<file path="src/rtl/npsched_pkg.sv">
// Shared types and constants for the nonpreemptive priority scheduler.
// Holds the job table sizing, the channel payload structs and the back-end state codes.
// No dependencies.
package npsched_pkg;

    localparam int MAX_PROCS   = 16;
    localparam int IDX_W       = (MAX_PROCS > 1) ? $clog2(MAX_PROCS) : 1;
    localparam int CNT_W       = $clog2(MAX_PROCS + 1);

    localparam int ARR_W       = 16;
    localparam int BURST_W     = 16;
    localparam int PRIO_W      = 8;
    localparam int TIME_W      = 22;
    localparam int SUM_W       = 26;
    localparam int ID_W        = 5;

    localparam logic [TIME_W-1:0] TIME_MAX = '1;
    localparam logic [SUM_W-1:0]  SUM_MAX  = '1;

    localparam int QUEUE_DEPTH = 2;
    localparam int QPTR_W      = (QUEUE_DEPTH > 1) ? $clog2(QUEUE_DEPTH) : 1;
    localparam int QCNT_W      = $clog2(QUEUE_DEPTH + 1);

    typedef struct packed {
        logic [ARR_W-1:0]   arrival_time;
        logic [BURST_W-1:0] burst_time;
        logic [PRIO_W-1:0]  priority_req;
        logic               last_job;
    } in_item_t;

    typedef struct packed {
        logic [TIME_W-1:0] seg_start;
        logic [TIME_W-1:0] seg_end;
        logic [ID_W-1:0]   job_id;
        logic              is_idle;
        logic [TIME_W-1:0] turnaround;
        logic [TIME_W-1:0] waiting;
        logic              is_summary;
        logic [SUM_W-1:0]  total_turnaround;
        logic [SUM_W-1:0]  total_waiting;
        logic              last_result;
    } out_item_t;

    typedef enum logic [0:0] {
        KIND_LOAD,
        KIND_LOAD_RUN
    } item_kind_t;

    typedef struct packed {
        logic [ARR_W-1:0]   arrival;
        logic [BURST_W-1:0] burst;
        logic [PRIO_W-1:0]  prio;
        item_kind_t         kind;
    } job_entry_t;

    typedef enum logic [2:0] {
        ST_IDLE,
        ST_SCAN,
        ST_END,
        ST_TAT,
        ST_WAIT,
        ST_JOB_OUT,
        ST_IDLE_OUT,
        ST_SUM_OUT
    } back_state_t;

endpackage

</file>
<file path="src/rtl/npsched_front.sv">
// Front end of the scheduler: accepts job words, tags them as load or load-and-run,
// and buffers them in a short queue toward the back end. Depends on npsched_pkg.
module npsched_front (
    input  logic                   aclk,
    input  logic                   aresetn,
    input  logic                   s_valid,
    output logic                   s_ready,
    input  npsched_pkg::in_item_t  s_data,
    output logic                   q_valid,
    input  logic                   q_ready,
    output npsched_pkg::job_entry_t q_entry
);

    npsched_pkg::job_entry_t                  fifo_mem_reg [npsched_pkg::QUEUE_DEPTH];
    logic [npsched_pkg::QPTR_W-1:0]           wr_ptr_reg, wr_ptr_next;
    logic [npsched_pkg::QPTR_W-1:0]           rd_ptr_reg, rd_ptr_next;
    logic [npsched_pkg::QCNT_W-1:0]           fill_reg, fill_next;
    npsched_pkg::job_entry_t                  entry_in;
    logic                                     push;
    logic                                     pop;

    assign s_ready = (fill_reg != npsched_pkg::QCNT_W'(npsched_pkg::QUEUE_DEPTH));
    assign q_valid = (fill_reg != '0);
    assign q_entry = fifo_mem_reg[rd_ptr_reg];
    assign push    = s_valid && s_ready;
    assign pop     = q_valid && q_ready;

    // classify: the last word of a batch starts a run
    always_comb begin
        entry_in.arrival = s_data.arrival_time;
        entry_in.burst   = s_data.burst_time;
        entry_in.prio    = s_data.priority_req;
        entry_in.kind    = s_data.last_job ? npsched_pkg::KIND_LOAD_RUN
                                           : npsched_pkg::KIND_LOAD;
    end

    always_comb begin
        wr_ptr_next = wr_ptr_reg;
        rd_ptr_next = rd_ptr_reg;
        fill_next   = fill_reg;
        if (push) begin
            wr_ptr_next = (wr_ptr_reg == npsched_pkg::QPTR_W'(npsched_pkg::QUEUE_DEPTH - 1))
                          ? '0 : wr_ptr_reg + 1'b1;
        end
        if (pop) begin
            rd_ptr_next = (rd_ptr_reg == npsched_pkg::QPTR_W'(npsched_pkg::QUEUE_DEPTH - 1))
                          ? '0 : rd_ptr_reg + 1'b1;
        end
        case ({push, pop})
            2'b10:   fill_next = fill_reg + 1'b1;
            2'b01:   fill_next = fill_reg - 1'b1;
            default: fill_next = fill_reg;
        endcase
    end

    always_ff @(posedge aclk) begin
        if (!aresetn) begin
            wr_ptr_reg <= '0;
            rd_ptr_reg <= '0;
            fill_reg   <= '0;
        end else begin
            wr_ptr_reg <= wr_ptr_next;
            rd_ptr_reg <= rd_ptr_next;
            fill_reg   <= fill_next;
        end
    end

    always_ff @(posedge aclk) begin
        if (push) begin
            fifo_mem_reg[wr_ptr_reg] <= entry_in;
        end
    end

endmodule

</file>
<file path="src/rtl/npsched_back.sv">
// Back end of the scheduler: job table, decision scan, segment arithmetic and the
// result register. Depends on npsched_pkg.
module npsched_back (
    input  logic                    aclk,
    input  logic                    aresetn,
    input  logic                    q_valid,
    output logic                    q_ready,
    input  npsched_pkg::job_entry_t q_entry,
    output logic                    m_valid,
    input  logic                    m_ready,
    output npsched_pkg::out_item_t  m_data,
    output logic                    busy
);

    function automatic logic [npsched_pkg::SUM_W-1:0] sum_sat(
        input logic [npsched_pkg::SUM_W-1:0]  acc,
        input logic [npsched_pkg::TIME_W-1:0] val
    );
        logic [npsched_pkg::SUM_W:0] s;
        s = {1'b0, acc} + (npsched_pkg::SUM_W + 1)'(val);
        return s[npsched_pkg::SUM_W] ? npsched_pkg::SUM_MAX : s[npsched_pkg::SUM_W-1:0];
    endfunction

    npsched_pkg::back_state_t           state_reg, state_next;

    logic [npsched_pkg::ARR_W-1:0]      arr_tbl_reg   [npsched_pkg::MAX_PROCS];
    logic [npsched_pkg::BURST_W-1:0]    burst_tbl_reg [npsched_pkg::MAX_PROCS];
    logic [npsched_pkg::PRIO_W-1:0]     prio_tbl_reg  [npsched_pkg::MAX_PROCS];
    logic [npsched_pkg::MAX_PROCS-1:0]  done_reg;

    logic [npsched_pkg::CNT_W-1:0]      count_reg;
    logic [npsched_pkg::CNT_W-1:0]      remaining_reg;
    logic [npsched_pkg::TIME_W-1:0]     cur_time_reg;
    logic [npsched_pkg::SUM_W-1:0]      sum_tat_reg;
    logic [npsched_pkg::SUM_W-1:0]      sum_wt_reg;

    logic [npsched_pkg::IDX_W-1:0]      scan_idx_reg;
    logic                               found_reg;
    logic [npsched_pkg::PRIO_W-1:0]     best_reg;
    logic [npsched_pkg::IDX_W-1:0]      pick_reg;
    logic [npsched_pkg::ARR_W-1:0]      pick_arr_reg;
    logic [npsched_pkg::BURST_W-1:0]    pick_burst_reg;
    logic [npsched_pkg::TIME_W-1:0]     min_arr_reg;
    logic [npsched_pkg::TIME_W-1:0]     end_reg;
    logic [npsched_pkg::TIME_W-1:0]     tat_reg;
    logic [npsched_pkg::TIME_W-1:0]     wt_reg;

    logic                               m_valid_reg;
    npsched_pkg::out_item_t             m_data_reg;
    npsched_pkg::out_item_t             rec_next;

    logic [npsched_pkg::ARR_W-1:0]      scan_arr;
    logic [npsched_pkg::PRIO_W-1:0]     scan_prio;
    logic                               scan_done;
    logic                               scan_ready;
    logic                               scan_take;
    logic                               scan_lower;
    logic                               scan_last;
    logic                               found_next;

    logic                               out_free;
    logic                               load_ok;
    logic [npsched_pkg::CNT_W-1:0]      count_after;
    logic                               pop;
    logic                               run_pop;
    logic                               scan_start;
    logic                               emit_job;
    logic                               emit_idle;
    logic                               emit_sum;
    logic                               last_job_left;

    logic [npsched_pkg::TIME_W:0]       end_sum;
    logic [npsched_pkg::TIME_W-1:0]     end_sat;
    logic [npsched_pkg::TIME_W-1:0]     tat_calc;
    logic [npsched_pkg::TIME_W-1:0]     wt_calc;

    // one table entry per cycle during the scan
    assign scan_arr   = arr_tbl_reg[scan_idx_reg];
    assign scan_prio  = prio_tbl_reg[scan_idx_reg];
    assign scan_done  = done_reg[scan_idx_reg];
    assign scan_ready = !scan_done
                        && (npsched_pkg::TIME_W'(scan_arr) <= cur_time_reg);
    assign scan_take  = scan_ready && (!found_reg || (scan_prio > best_reg));
    assign scan_lower = !scan_done && (npsched_pkg::TIME_W'(scan_arr) < min_arr_reg);
    assign scan_last  = (npsched_pkg::CNT_W'(scan_idx_reg) == (count_reg - 1'b1));
    assign found_next = found_reg || scan_take;

    assign out_free      = !m_valid_reg || m_ready;
    assign load_ok       = (count_reg < npsched_pkg::CNT_W'(npsched_pkg::MAX_PROCS));
    assign count_after   = load_ok ? count_reg + 1'b1 : count_reg;
    assign last_job_left = (remaining_reg == npsched_pkg::CNT_W'(1));

    assign end_sum  = {1'b0, cur_time_reg} + (npsched_pkg::TIME_W + 1)'(pick_burst_reg);
    assign end_sat  = end_sum[npsched_pkg::TIME_W] ? npsched_pkg::TIME_MAX
                                                  : end_sum[npsched_pkg::TIME_W-1:0];
    assign tat_calc = end_reg - npsched_pkg::TIME_W'(pick_arr_reg);
    assign wt_calc  = (tat_reg >= npsched_pkg::TIME_W'(pick_burst_reg))
                      ? tat_reg - npsched_pkg::TIME_W'(pick_burst_reg) : '0;

    assign m_valid = m_valid_reg;
    assign m_data  = m_data_reg;

    // next state
    always_comb begin
        state_next = state_reg;
        unique case (state_reg)
            npsched_pkg::ST_IDLE: begin
                if (q_valid && (q_entry.kind == npsched_pkg::KIND_LOAD_RUN)) begin
                    state_next = npsched_pkg::ST_SCAN;
                end
            end
            npsched_pkg::ST_SCAN: begin
                if (scan_last) begin
                    state_next = found_next ? npsched_pkg::ST_END : npsched_pkg::ST_IDLE_OUT;
                end
            end
            npsched_pkg::ST_END:  state_next = npsched_pkg::ST_TAT;
            npsched_pkg::ST_TAT:  state_next = npsched_pkg::ST_WAIT;
            npsched_pkg::ST_WAIT: state_next = npsched_pkg::ST_JOB_OUT;
            npsched_pkg::ST_JOB_OUT: begin
                if (out_free) begin
                    state_next = last_job_left ? npsched_pkg::ST_SUM_OUT : npsched_pkg::ST_SCAN;
                end
            end
            npsched_pkg::ST_IDLE_OUT: begin
                if (out_free) begin
                    state_next = npsched_pkg::ST_SCAN;
                end
            end
            npsched_pkg::ST_SUM_OUT: begin
                if (out_free) begin
                    state_next = npsched_pkg::ST_IDLE;
                end
            end
            default: state_next = npsched_pkg::ST_IDLE;
        endcase
    end

    // state outputs
    always_comb begin
        q_ready    = 1'b0;
        emit_job   = 1'b0;
        emit_idle  = 1'b0;
        emit_sum   = 1'b0;
        busy       = 1'b1;
        unique case (state_reg)
            npsched_pkg::ST_IDLE: begin
                q_ready = 1'b1;
                busy    = 1'b0;
            end
            npsched_pkg::ST_JOB_OUT:  emit_job  = out_free;
            npsched_pkg::ST_IDLE_OUT: emit_idle = out_free;
            npsched_pkg::ST_SUM_OUT:  emit_sum  = out_free;
            default: begin
                busy = 1'b1;
            end
        endcase
    end

    assign pop        = q_valid && q_ready;
    assign run_pop    = pop && (q_entry.kind == npsched_pkg::KIND_LOAD_RUN);
    assign scan_start = run_pop || emit_idle || (emit_job && !last_job_left);

    // result record
    always_comb begin
        rec_next = '0;
        if (emit_job) begin
            rec_next.seg_start  = cur_time_reg;
            rec_next.seg_end    = end_reg;
            rec_next.job_id     = npsched_pkg::ID_W'(pick_reg) + 1'b1;
            rec_next.turnaround = tat_reg;
            rec_next.waiting    = wt_reg;
        end else if (emit_idle) begin
            rec_next.seg_start = cur_time_reg;
            rec_next.seg_end   = min_arr_reg;
            rec_next.is_idle   = 1'b1;
        end else begin
            rec_next.seg_end          = cur_time_reg;
            rec_next.is_summary       = 1'b1;
            rec_next.total_turnaround = sum_tat_reg;
            rec_next.total_waiting    = sum_wt_reg;
            rec_next.last_result      = 1'b1;
        end
    end

    // control state
    always_ff @(posedge aclk) begin
        if (!aresetn) begin
            state_reg     <= npsched_pkg::ST_IDLE;
            count_reg     <= '0;
            remaining_reg <= '0;
            cur_time_reg  <= '0;
            sum_tat_reg   <= '0;
            sum_wt_reg    <= '0;
            done_reg      <= '0;
            m_valid_reg   <= 1'b0;
        end else begin
            state_reg <= state_next;
            if (pop) begin
                count_reg <= count_after;
                if (load_ok) begin
                    done_reg[count_reg[npsched_pkg::IDX_W-1:0]] <= 1'b0;
                end
                if (run_pop) begin
                    remaining_reg <= count_after;
                    cur_time_reg  <= '0;
                    sum_tat_reg   <= '0;
                    sum_wt_reg    <= '0;
                end
            end
            if (state_reg == npsched_pkg::ST_WAIT) begin
                sum_tat_reg <= sum_sat(sum_tat_reg, tat_reg);
            end
            if (emit_job) begin
                sum_wt_reg         <= sum_sat(sum_wt_reg, wt_reg);
                done_reg[pick_reg] <= 1'b1;
                remaining_reg      <= remaining_reg - 1'b1;
                cur_time_reg       <= end_reg;
            end
            if (emit_idle) begin
                cur_time_reg <= min_arr_reg;
            end
            if (emit_sum) begin
                // drop the batch so a new one can load
                count_reg     <= '0;
                remaining_reg <= '0;
                cur_time_reg  <= '0;
                sum_tat_reg   <= '0;
                sum_wt_reg    <= '0;
                done_reg      <= '0;
            end
            if (emit_job || emit_idle || emit_sum) begin
                m_valid_reg <= 1'b1;
            end else if (m_ready) begin
                m_valid_reg <= 1'b0;
            end
        end
    end

    // table, scan and datapath registers
    always_ff @(posedge aclk) begin
        if (pop && load_ok) begin
            arr_tbl_reg[count_reg[npsched_pkg::IDX_W-1:0]]   <= q_entry.arrival;
            burst_tbl_reg[count_reg[npsched_pkg::IDX_W-1:0]] <= q_entry.burst;
            prio_tbl_reg[count_reg[npsched_pkg::IDX_W-1:0]]  <= q_entry.prio;
        end
        if (scan_start) begin
            scan_idx_reg <= '0;
            found_reg    <= 1'b0;
            best_reg     <= '0;
            min_arr_reg  <= npsched_pkg::TIME_MAX;
        end
        if (state_reg == npsched_pkg::ST_SCAN) begin
            if (scan_take) begin
                found_reg      <= 1'b1;
                best_reg       <= scan_prio;
                pick_reg       <= scan_idx_reg;
                pick_arr_reg   <= scan_arr;
                pick_burst_reg <= burst_tbl_reg[scan_idx_reg];
            end
            if (scan_lower) begin
                min_arr_reg <= npsched_pkg::TIME_W'(scan_arr);
            end
            if (!scan_last) begin
                scan_idx_reg <= scan_idx_reg + 1'b1;
            end
        end
        if (state_reg == npsched_pkg::ST_END) begin
            end_reg <= end_sat;
        end
        if (state_reg == npsched_pkg::ST_TAT) begin
            tat_reg <= tat_calc;
        end
        if (state_reg == npsched_pkg::ST_WAIT) begin
            wt_reg <= wt_calc;
        end
        if (emit_job || emit_idle || emit_sum) begin
            m_data_reg <= rec_next;
        end
    end

endmodule

</file>
<file path="src/rtl/nonpreemptive_priority_scheduler_core.sv">
// Top level of the nonpreemptive priority scheduler: front queue plus scheduling back end.
// Depends on npsched_pkg, npsched_front and npsched_back.
//
//   port group   dir  handshake          payload
//   s_*          in   s_valid / s_ready  npsched_pkg::in_item_t  (one job word)
//   m_*          out  m_valid / m_ready  npsched_pkg::out_item_t (idle, job or summary word)
//
// A job word without last_job is stored at the back end when it is popped. A batch
// of N jobs runs up to 2N decisions, each a table scan followed by the END, TAT, WAIT and
// JOB_OUT states for a job segment or IDLE_OUT for an idle one; a summary word ends it.
// Reset is synchronous, active low on aresetn; it clears the queue, counters and done bits.
// The two-entry queue takes two words while a batch runs, then s_ready drops until the batch
// ends; a stall on m_ready holds the back end only when a new result word is due.
module nonpreemptive_priority_scheduler_core (
    input  logic                   aclk,
    input  logic                   aresetn,
    input  logic                   s_valid,
    output logic                   s_ready,
    input  npsched_pkg::in_item_t  s_data,
    output logic                   m_valid,
    input  logic                   m_ready,
    output npsched_pkg::out_item_t m_data
);

    // words between front and back
    logic                    q_valid;
    logic                    q_ready;
    npsched_pkg::job_entry_t q_entry;
    logic                    back_busy;

    npsched_front u_front (
        .aclk    (aclk),
        .aresetn (aresetn),
        .s_valid (s_valid),
        .s_ready (s_ready),
        .s_data  (s_data),
        .q_valid (q_valid),
        .q_ready (q_ready),
        .q_entry (q_entry)
    );

    npsched_back u_back (
        .aclk    (aclk),
        .aresetn (aresetn),
        .q_valid (q_valid),
        .q_ready (q_ready),
        .q_entry (q_entry),
        .m_valid (m_valid),
        .m_ready (m_ready),
        .m_data  (m_data),
        .busy    (back_busy)
    );

    // the back end pops queued words only between batches
    a_pop_when_idle: assert property (@(posedge aclk) disable iff (!aresetn)
        (q_valid && q_ready) |-> !back_busy)
        else $error("queue popped while a batch runs");

    // a full front queue always offers a word to the back end
    a_full_offers: assert property (@(posedge aclk) disable iff (!aresetn)
        !s_ready |-> q_valid)
        else $error("front blocked with empty queue");

    // an idle segment always moves time forward
    a_idle_progress: assert property (@(posedge aclk) disable iff (!aresetn)
        (m_valid && m_data.is_idle) |-> (m_data.seg_end > m_data.seg_start))
        else $error("idle segment without progress");

    // a job segment names a job and never waits longer than its turnaround
    a_job_record: assert property (@(posedge aclk) disable iff (!aresetn)
        (m_valid && !m_data.is_idle && !m_data.is_summary)
        |-> ((m_data.job_id != '0) && (m_data.waiting <= m_data.turnaround)))
        else $error("bad job segment");

endmodule

</file>
<file path="config.mk">
export PLATFORM = sky130hd
export DESIGN_NAME = nonpreemptive_priority_scheduler_core
export DESIGN_NICKNAME = d
export VERILOG_FILES = /design/src/rtl/npsched_pkg.sv /design/src/rtl/npsched_front.sv /design/src/rtl/npsched_back.sv /design/src/rtl/nonpreemptive_priority_scheduler_core.sv
export SDC_FILE = /design/constraint.sdc
export NUM_CORES = 2
export LEC_CHECK = 0
export BUFFER_PORTS_ARGS = -buffer_cell sky130_fd_sc_hd__buf_2
export CORE_ASPECT_RATIO = 1.75
export CORE_MARGIN = 4
export CORE_UTILIZATION = 60
export CTS_CLUSTER_DIAMETER = 120
export DETAILED_ROUTE_END_ITERATION = 10
export PLACE_DENSITY = 0.83
export SETUP_SLACK_MARGIN = 0.4
export SYNTH_ARGS = -nofsm -noshare
export SYNTH_HDL_FRONTEND = slang
export SYNTH_SLANG_ARGS = --single-unit
</file>
<file path="constraint.sdc">
create_clock -name aclk -period 16.3 [get_ports aclk]
set_input_delay 0.815 -clock aclk [delete_from_list [all_inputs] [get_ports aclk]]
set_output_delay 0.815 -clock aclk [all_outputs]
set_load 0.05 [all_outputs]
</file>
* After elaboration in Yosys (flattened, before gate mapping)
Memories as Yosys holds them, arrays and structs flattened. A register that Yosys moved wholly into a read port is not among the register bits. Index checks and enable logic that the tools add are counted.
Storage, ports and cells: register bits 377, memory bits (writable) 722, input port bits 45, output and inout bits 150, logic and storage cells 183, memories kept 4
Operators by class: add/subtract/negate cells 14, magnitude comparators 10, equality and inequality tests 17, multiplexer cells 65, bitwise gates (word level) 4, reductions and logical operators 39
Memory list:
- u_back.arr_tbl_reg | depth 16, bits a word 16, rd ports 1, clocked after Yosys merged registers in 1, wr ports 1, line npsched_back.sv:26 | logic [npsched_pkg::ARR_W-1:0] arr_tbl_reg [npsched_pkg::MAX_PROCS];
- u_back.burst_tbl_reg | depth 16, bits a word 16, rd ports 1, clocked after Yosys merged registers in 1, wr ports 1, line npsched_back.sv:27 | logic [npsched_pkg::BURST_W-1:0] burst_tbl_reg [npsched_pkg::MAX_PROCS];
- u_back.prio_tbl_reg | depth 16, bits a word 8, rd ports 1, clocked after Yosys merged registers in 1, wr ports 1, line npsched_back.sv:28 | logic [npsched_pkg::PRIO_W-1:0] prio_tbl_reg [npsched_pkg::MAX_PROCS];
- u_front.fifo_mem_reg | depth 2, bits a word 41, rd ports 1, clocked after Yosys merged registers in 1, wr ports 1, line npsched_front.sv:14 | npsched_pkg::job_entry_t fifo_mem_reg [npsched_pkg::QUEUE_DEPTH];
Operator list (count):
- $mux W22 | 9
- $mux W26 | 6
- $mux W16 | 4
- $add A26 B22 Y27 | 2
- $mux W54 | 1
- $mux W44 | 1
- $sub A22 B16 Y22 | 2
- $mux W8 | 3
- $pmux W3 S8 | 1
- $add A22 B16 Y23 | 1
- $ge A22 B16 Y1 | 1
- $le A16 B22 Y1 | 1
- $lt A16 B22 Y1 | 1
- $mux W1 | 22
- $mux W3 | 7
- $mux W5 | 4
- $and A16 B16 Y16 | 1
- $not A16 Y16 | 1
- $or A16 B16 Y16 | 1
- $lt A4 B5 Y1 const B | 3
- $reduce_bool A2 Y1 | 7
- $eq A3 B3 Y1 const B | 4
- $mux W4 | 3
- $logic_and A1 B1 Y1 | 11
- 29 further kinds | 52

* Depth between registers and ports, before layout
word-level depth 11, depth in mapped cells 17, depth with buffers taken out 13

* By module
A second synthesis with hierarchy kept.
Unflattened totals: cells, all modules 3286, area, all modules 47961.0 um^2
Modules (own cells, without submodules):
- npsched_back | times used 1, cells an instance 3134, area each 44777.9 um^2, seq. area each 29478.3 um^2
- npsched_front | times used 1, cells an instance 152, area each 3183.1 um^2, seq. area each 2562.5 um^2

* Worst setup path after synthesis
No wires, ideal clock.
path kind input port to flip-flop, start point input m_ready, end point register u_back.m_data_reg, in the netlist u_back.m_data[0] (enable), setup time 656 ps, data arrival time 7210 ps, required time 15644 ps, path slack 8434 ps, cell stages on the path 3, path buffers 0, cell sequence nand2b_1 nand2_1 nor2_1
On the way: word-level cells in the longest chain between the ends 4, elaborated cells on any way between the ends 6, classes of those cells mux (3); reduce/logical (3)
Ends and longest elaborated chain:
- start: declaration | line nonpreemptive_priority_scheduler_core.sv:21 | input logic m_ready,
- $logic_or A1 B1 Y1 (*) | line npsched_back.sv:88 | assign out_free = !m_valid_reg || m_ready;
- $mux W1 | line npsched_back.sv:146 | unique case (state_reg)
- $logic_or A1 B1 Y1 | line npsched_back.sv:277 | if (emit_job || emit_idle || emit_sum) begin
- $logic_or A1 B1 Y1 (*) | line npsched_back.sv:277
- end signal: assignment | line npsched_back.sv:278 | m_data_reg <= rec_next;
- end: declaration | line npsched_back.sv:49 | npsched_pkg::out_item_t m_data_reg;
Mark *: on every way between the ends. The rest lies on a longest branch, timed or not. A chain may end at the register's enable or synchronous reset.

* Final worst setup path
start point register u_back.scan_idx_reg[0] (netlist name), end point register u_back.best_reg[7] (netlist name)
On the way: word-level cells in the longest chain between the ends 7
Ends and longest elaborated chain:
- start: declaration | line npsched_back.sv:37 | logic [npsched_pkg::IDX_W-1:0] scan_idx_reg;
- start signal: assignment | line npsched_back.sv:265 | scan_idx_reg <= scan_idx_reg + 1'b1;
- $bmux W1 S4 | line npsched_back.sv:80 | assign scan_done = done_reg[scan_idx_reg];
- $mux W1 (implied by the code) | line npsched_back.sv:80
- $logic_not A1 Y1 | line npsched_back.sv:81 | assign scan_ready = !scan_done
- $logic_and A1 B1 Y1 | line npsched_back.sv:82 | && (npsched_pkg::TIME_W'(scan_arr) <= cur_time_reg);
- $logic_and A1 B1 Y1 | line npsched_back.sv:83 | assign scan_take = scan_ready && (!found_reg || (scan_prio > best_reg));
- $mux W8 | line npsched_back.sv:254 | if (scan_take) begin
- $mux W8 | line npsched_back.sv:253 | if (state_reg == npsched_pkg::ST_SCAN) begin
- end signal: assignment | line npsched_back.sv:256 | best_reg <= scan_prio;
- end: declaration | line npsched_back.sv:39 | logic [npsched_pkg::PRIO_W-1:0] best_reg;
Every way passes these cells. The select of a mux whose other input is x is not followed.

==> qor.csv <==
metric,value,unit
status,"complete, no violations",
YS warnings,0,
DRC,0,
ys flop type,edfxtp_1,
Hold Fails Final Rpt,0,
initial antenna violation count,2,
CP peak stage delay,0.94,ns
Clock Latency Late Sink,0.70,ns
relative slew slack,0.131,
H-tree depth,3,
area of the multi-input gates,0.0146,mm^2
synthesized area per cell,15.4,um^2
Syn Nets,3279,
1st-iter DRT viols,2878,
critical path startpoint category,flip-flop,
clock skew,0.0281,ns
period utilization,0.404,
Boundary Pins,195,
power density cells,153,mW/mm^2
Unique masters post-synth,73,
CP most frequent cell,buf_4,
crit end category,flip-flop,
P_leak,18.1,nW
first-pass GRT wire length,173,mm
Vias,28100,
kind of critical path,reg -> reg,
"Data arrival, critical path",7.17,ns
Antenna Cells,0,
post-synthesis register bit count,1115,
Post-synth EDFFs,971,
layout cells sized above 1,0.201,
min Tclk post-route,6.59,ns
Longest Clk Path Bufs,3,
Routed Antenna Nets,0,
Fillers,5124,
RSZ-0062 raised after global routing,no,
async set or reset register ratio after synthesis,0,
CP Cell Sequence,buf_4 > buf_4 > mux4_2 > mux4_2 > inv_2 > ha_1 > inv_1 > a21oi_1 > o22ai_1 > a2111oi_0 > o22ai_1 > a41oi_1 > nor4b_2 > buf_4 > mux2_2,
CP Buf/Inv Count,5,
Routed wire per std cell,26.3,um
Post-Route WL,116,mm
Sequential cell area,0.0321,mm^2
CTS root buffer,clkbuf_16,
Die Span X,221,um
final std cells w/o fill,4407,
Port Buffers,194,
sequential element share of the synthesized area,0.675,
final worst setup slack,9.71,ns
cts bufs inserted,94,
DR pass1 iterations,6,
GRT Util Overall,0.277,
slowest CP cell,buf_4,
Overflow after GRT,0,
Hold Crit Class,in -> reg,
max_cap viols,0,
Max Transition Viols Final,0,
FP Rows,136,
dpl cells,4230,
count of final setup violators,0,
mapped cell area,0.0475,mm^2
Place WS,9.71,ns
CTS tree,built,
fin area,0.0529,mm^2
DR vias/cell,6.39,
worst-margin pin slew,1.29,ns
CTS resizes,0,
critical path's top delay family,buffers and inverters,
GP Congestion,0.941,
largest net degree at the start of global routing,75,
post-CTS setup buffer count,0,
fmax,152,MHz
Layout Area Growth over Synthesis,11.5,%
HPWL Detailed,70.9,mm
DIE HEIGHT,380,um
clock slew at reported path FFs,0.07,ns
die area,0.0838,mm^2
vias in the first global route,28600,
"Max FO, Critical Path",53,
Syn Inst Count,3086,
Final nets,3484,
Tot Pwr,8.12,mW
Critical Path RT,16.88,ns
placed instance area,0.0497,mm^2
clock sink count,1115,
Post-Route Setup TNS,0,ns
Initial Util,0.605,
Peak VDD IR,96.5,uV
Core Region,0.0784,mm^2
hold buffer count at CTS,0,
## area by class of cell
| cell class | instances | share of cell area |
|---|---|---|
| clock buffer | 117 | 0.0484 |
| clock inverter | 60 | 0.0127 |
| inverter | 124 | 0.00879 |
| multi-input combinational | 1719 | 0.276 |
| sequential | 1115 | 0.606 |
| tap | 1035 | 0.0245 |
| timing repair buffer | 237 | 0.0244 |
## per-stage QoR
| stage | hold WS [ns] | utilization |
|---|---|---|
| after detailed placement | 0.468 | 0.633 |
| final | 0.305 | 0.675 |
| after CTS | 0.260 | 0.675 |
| after floorplan | 0.403 | - |
| after global routing | 0.289 | 0.675 |
| after global placement | 0.451 | 0.633 |
## path summary, 6_finish.rpt
path	depth (start not counted)	start	end	slack, ns
worst max-delay path	15	u_back.scan_idx_reg[0]	u_back.best_reg[7]	9.71
worst min-delay path	1	s_data[2]	u_front.fifo_mem_reg[1][2]	0.30
worst max register to register	15	u_back.scan_idx_reg[0]	u_back.best_reg[7]	9.71
worst min register to register	2	u_back.done_reg[5]	u_back.done_reg[5]	0.48
## power by group
part / total [mW] / internal (mW) / switching (mW) / leakage (nW)
logic: 2.08 / 0.844 / 1.24 / 6.69
registers: 3.69 / 3.51 / 0.179 / 9.84
clock network: 2.34 / 1.31 / 1.04 / 1.55
total: 8.12 / 5.66 / 2.46 / 18.1
## placed cells by master (no fill, tap or decap), drive strengths merged, types with 23 or more instances in the layout
cell	n
mux4	182
nor2	157
a211oi	36
a31oi	34
clkinv	33
nor2b	32
and2	93
o21ai	112
clkbuf	117
mux2i	24
inv	129
mux2	68
o21a	36
nand2b	30
a21oi	171
nor3	51
a22oi	23
nand2	174
xor2	42
a21o	39
xnor2	48
dfxtp	144
ha	143
edfxtp	971
buf	237
nand3	56
## synthesized netlist by cell type (7+ instances only)
library cell | n | area [um^2]
a21boi_0 | 7 | 52.6
buf_2 | 18 | 90.1
o21bai_1 | 10 | 75.1
nor2_1 | 157 | 589
a22oi_1 | 23 | 173
or2_2 | 8 | 50.1
xor2_1 | 42 | 368
a31oi_1 | 34 | 213
clkbuf_1 | 89 | 334
dfxtp_1 | 144 | 2880
nor2b_1 | 32 | 200
o21ai_0 | 111 | 556
inv_1 | 122 | 458
and2_1 | 93 | 582
o211ai_1 | 9 | 67.6
xnor2_1 | 48 | 420
mux2i_1 | 24 | 240
buf_1 | 17 | 63.8
mux2_2 | 68 | 766
ha_1 | 143 | 1790
nand2b_1 | 30 | 188
a21oi_1 | 171 | 856
nand3_1 | 56 | 280
a211oi_1 | 36 | 270
or3_1 | 9 | 56.3
nor3_1 | 51 | 255
mux4_2 | 182 | 4100
nand4_1 | 15 | 93.8
edfxtp_1 | 971 | 29200
a311oi_1 | 7 | 61.3
o21a_1 | 36 | 270
and3_1 | 15 | 93.8
a21o_1 | 39 | 293
nor4_1 | 10 | 62.6
nand2_1 | 174 | 653
## cell families (layout without fill, tap and decap cells)
group	Yosys count	after routing	synth area share
AOI/OAI and AO/OA	542	542	0.0717
xor gates and xnor gates	90	90	0.0166
adders and majority gates	148	148	0.0398
buffers and inverters	252	538	0.0210
DFF	1115	1115	0.675
muxes	274	274	0.108
and+or+nand+nor	665	665	0.0681
## routing by layer
metal / vias to the layer above / share of wire / track usage
met5: - / 0.00027 / 0
met4: 4 / 0.079 / 0.181
met3: 403 / 0.073 / 0.0464
met2: 1443 / 0.51 / 0.472
met1: 14000 / 0.34 / 0.323
li1: 12300 / - / -
(Power assumes the default switching activity.)
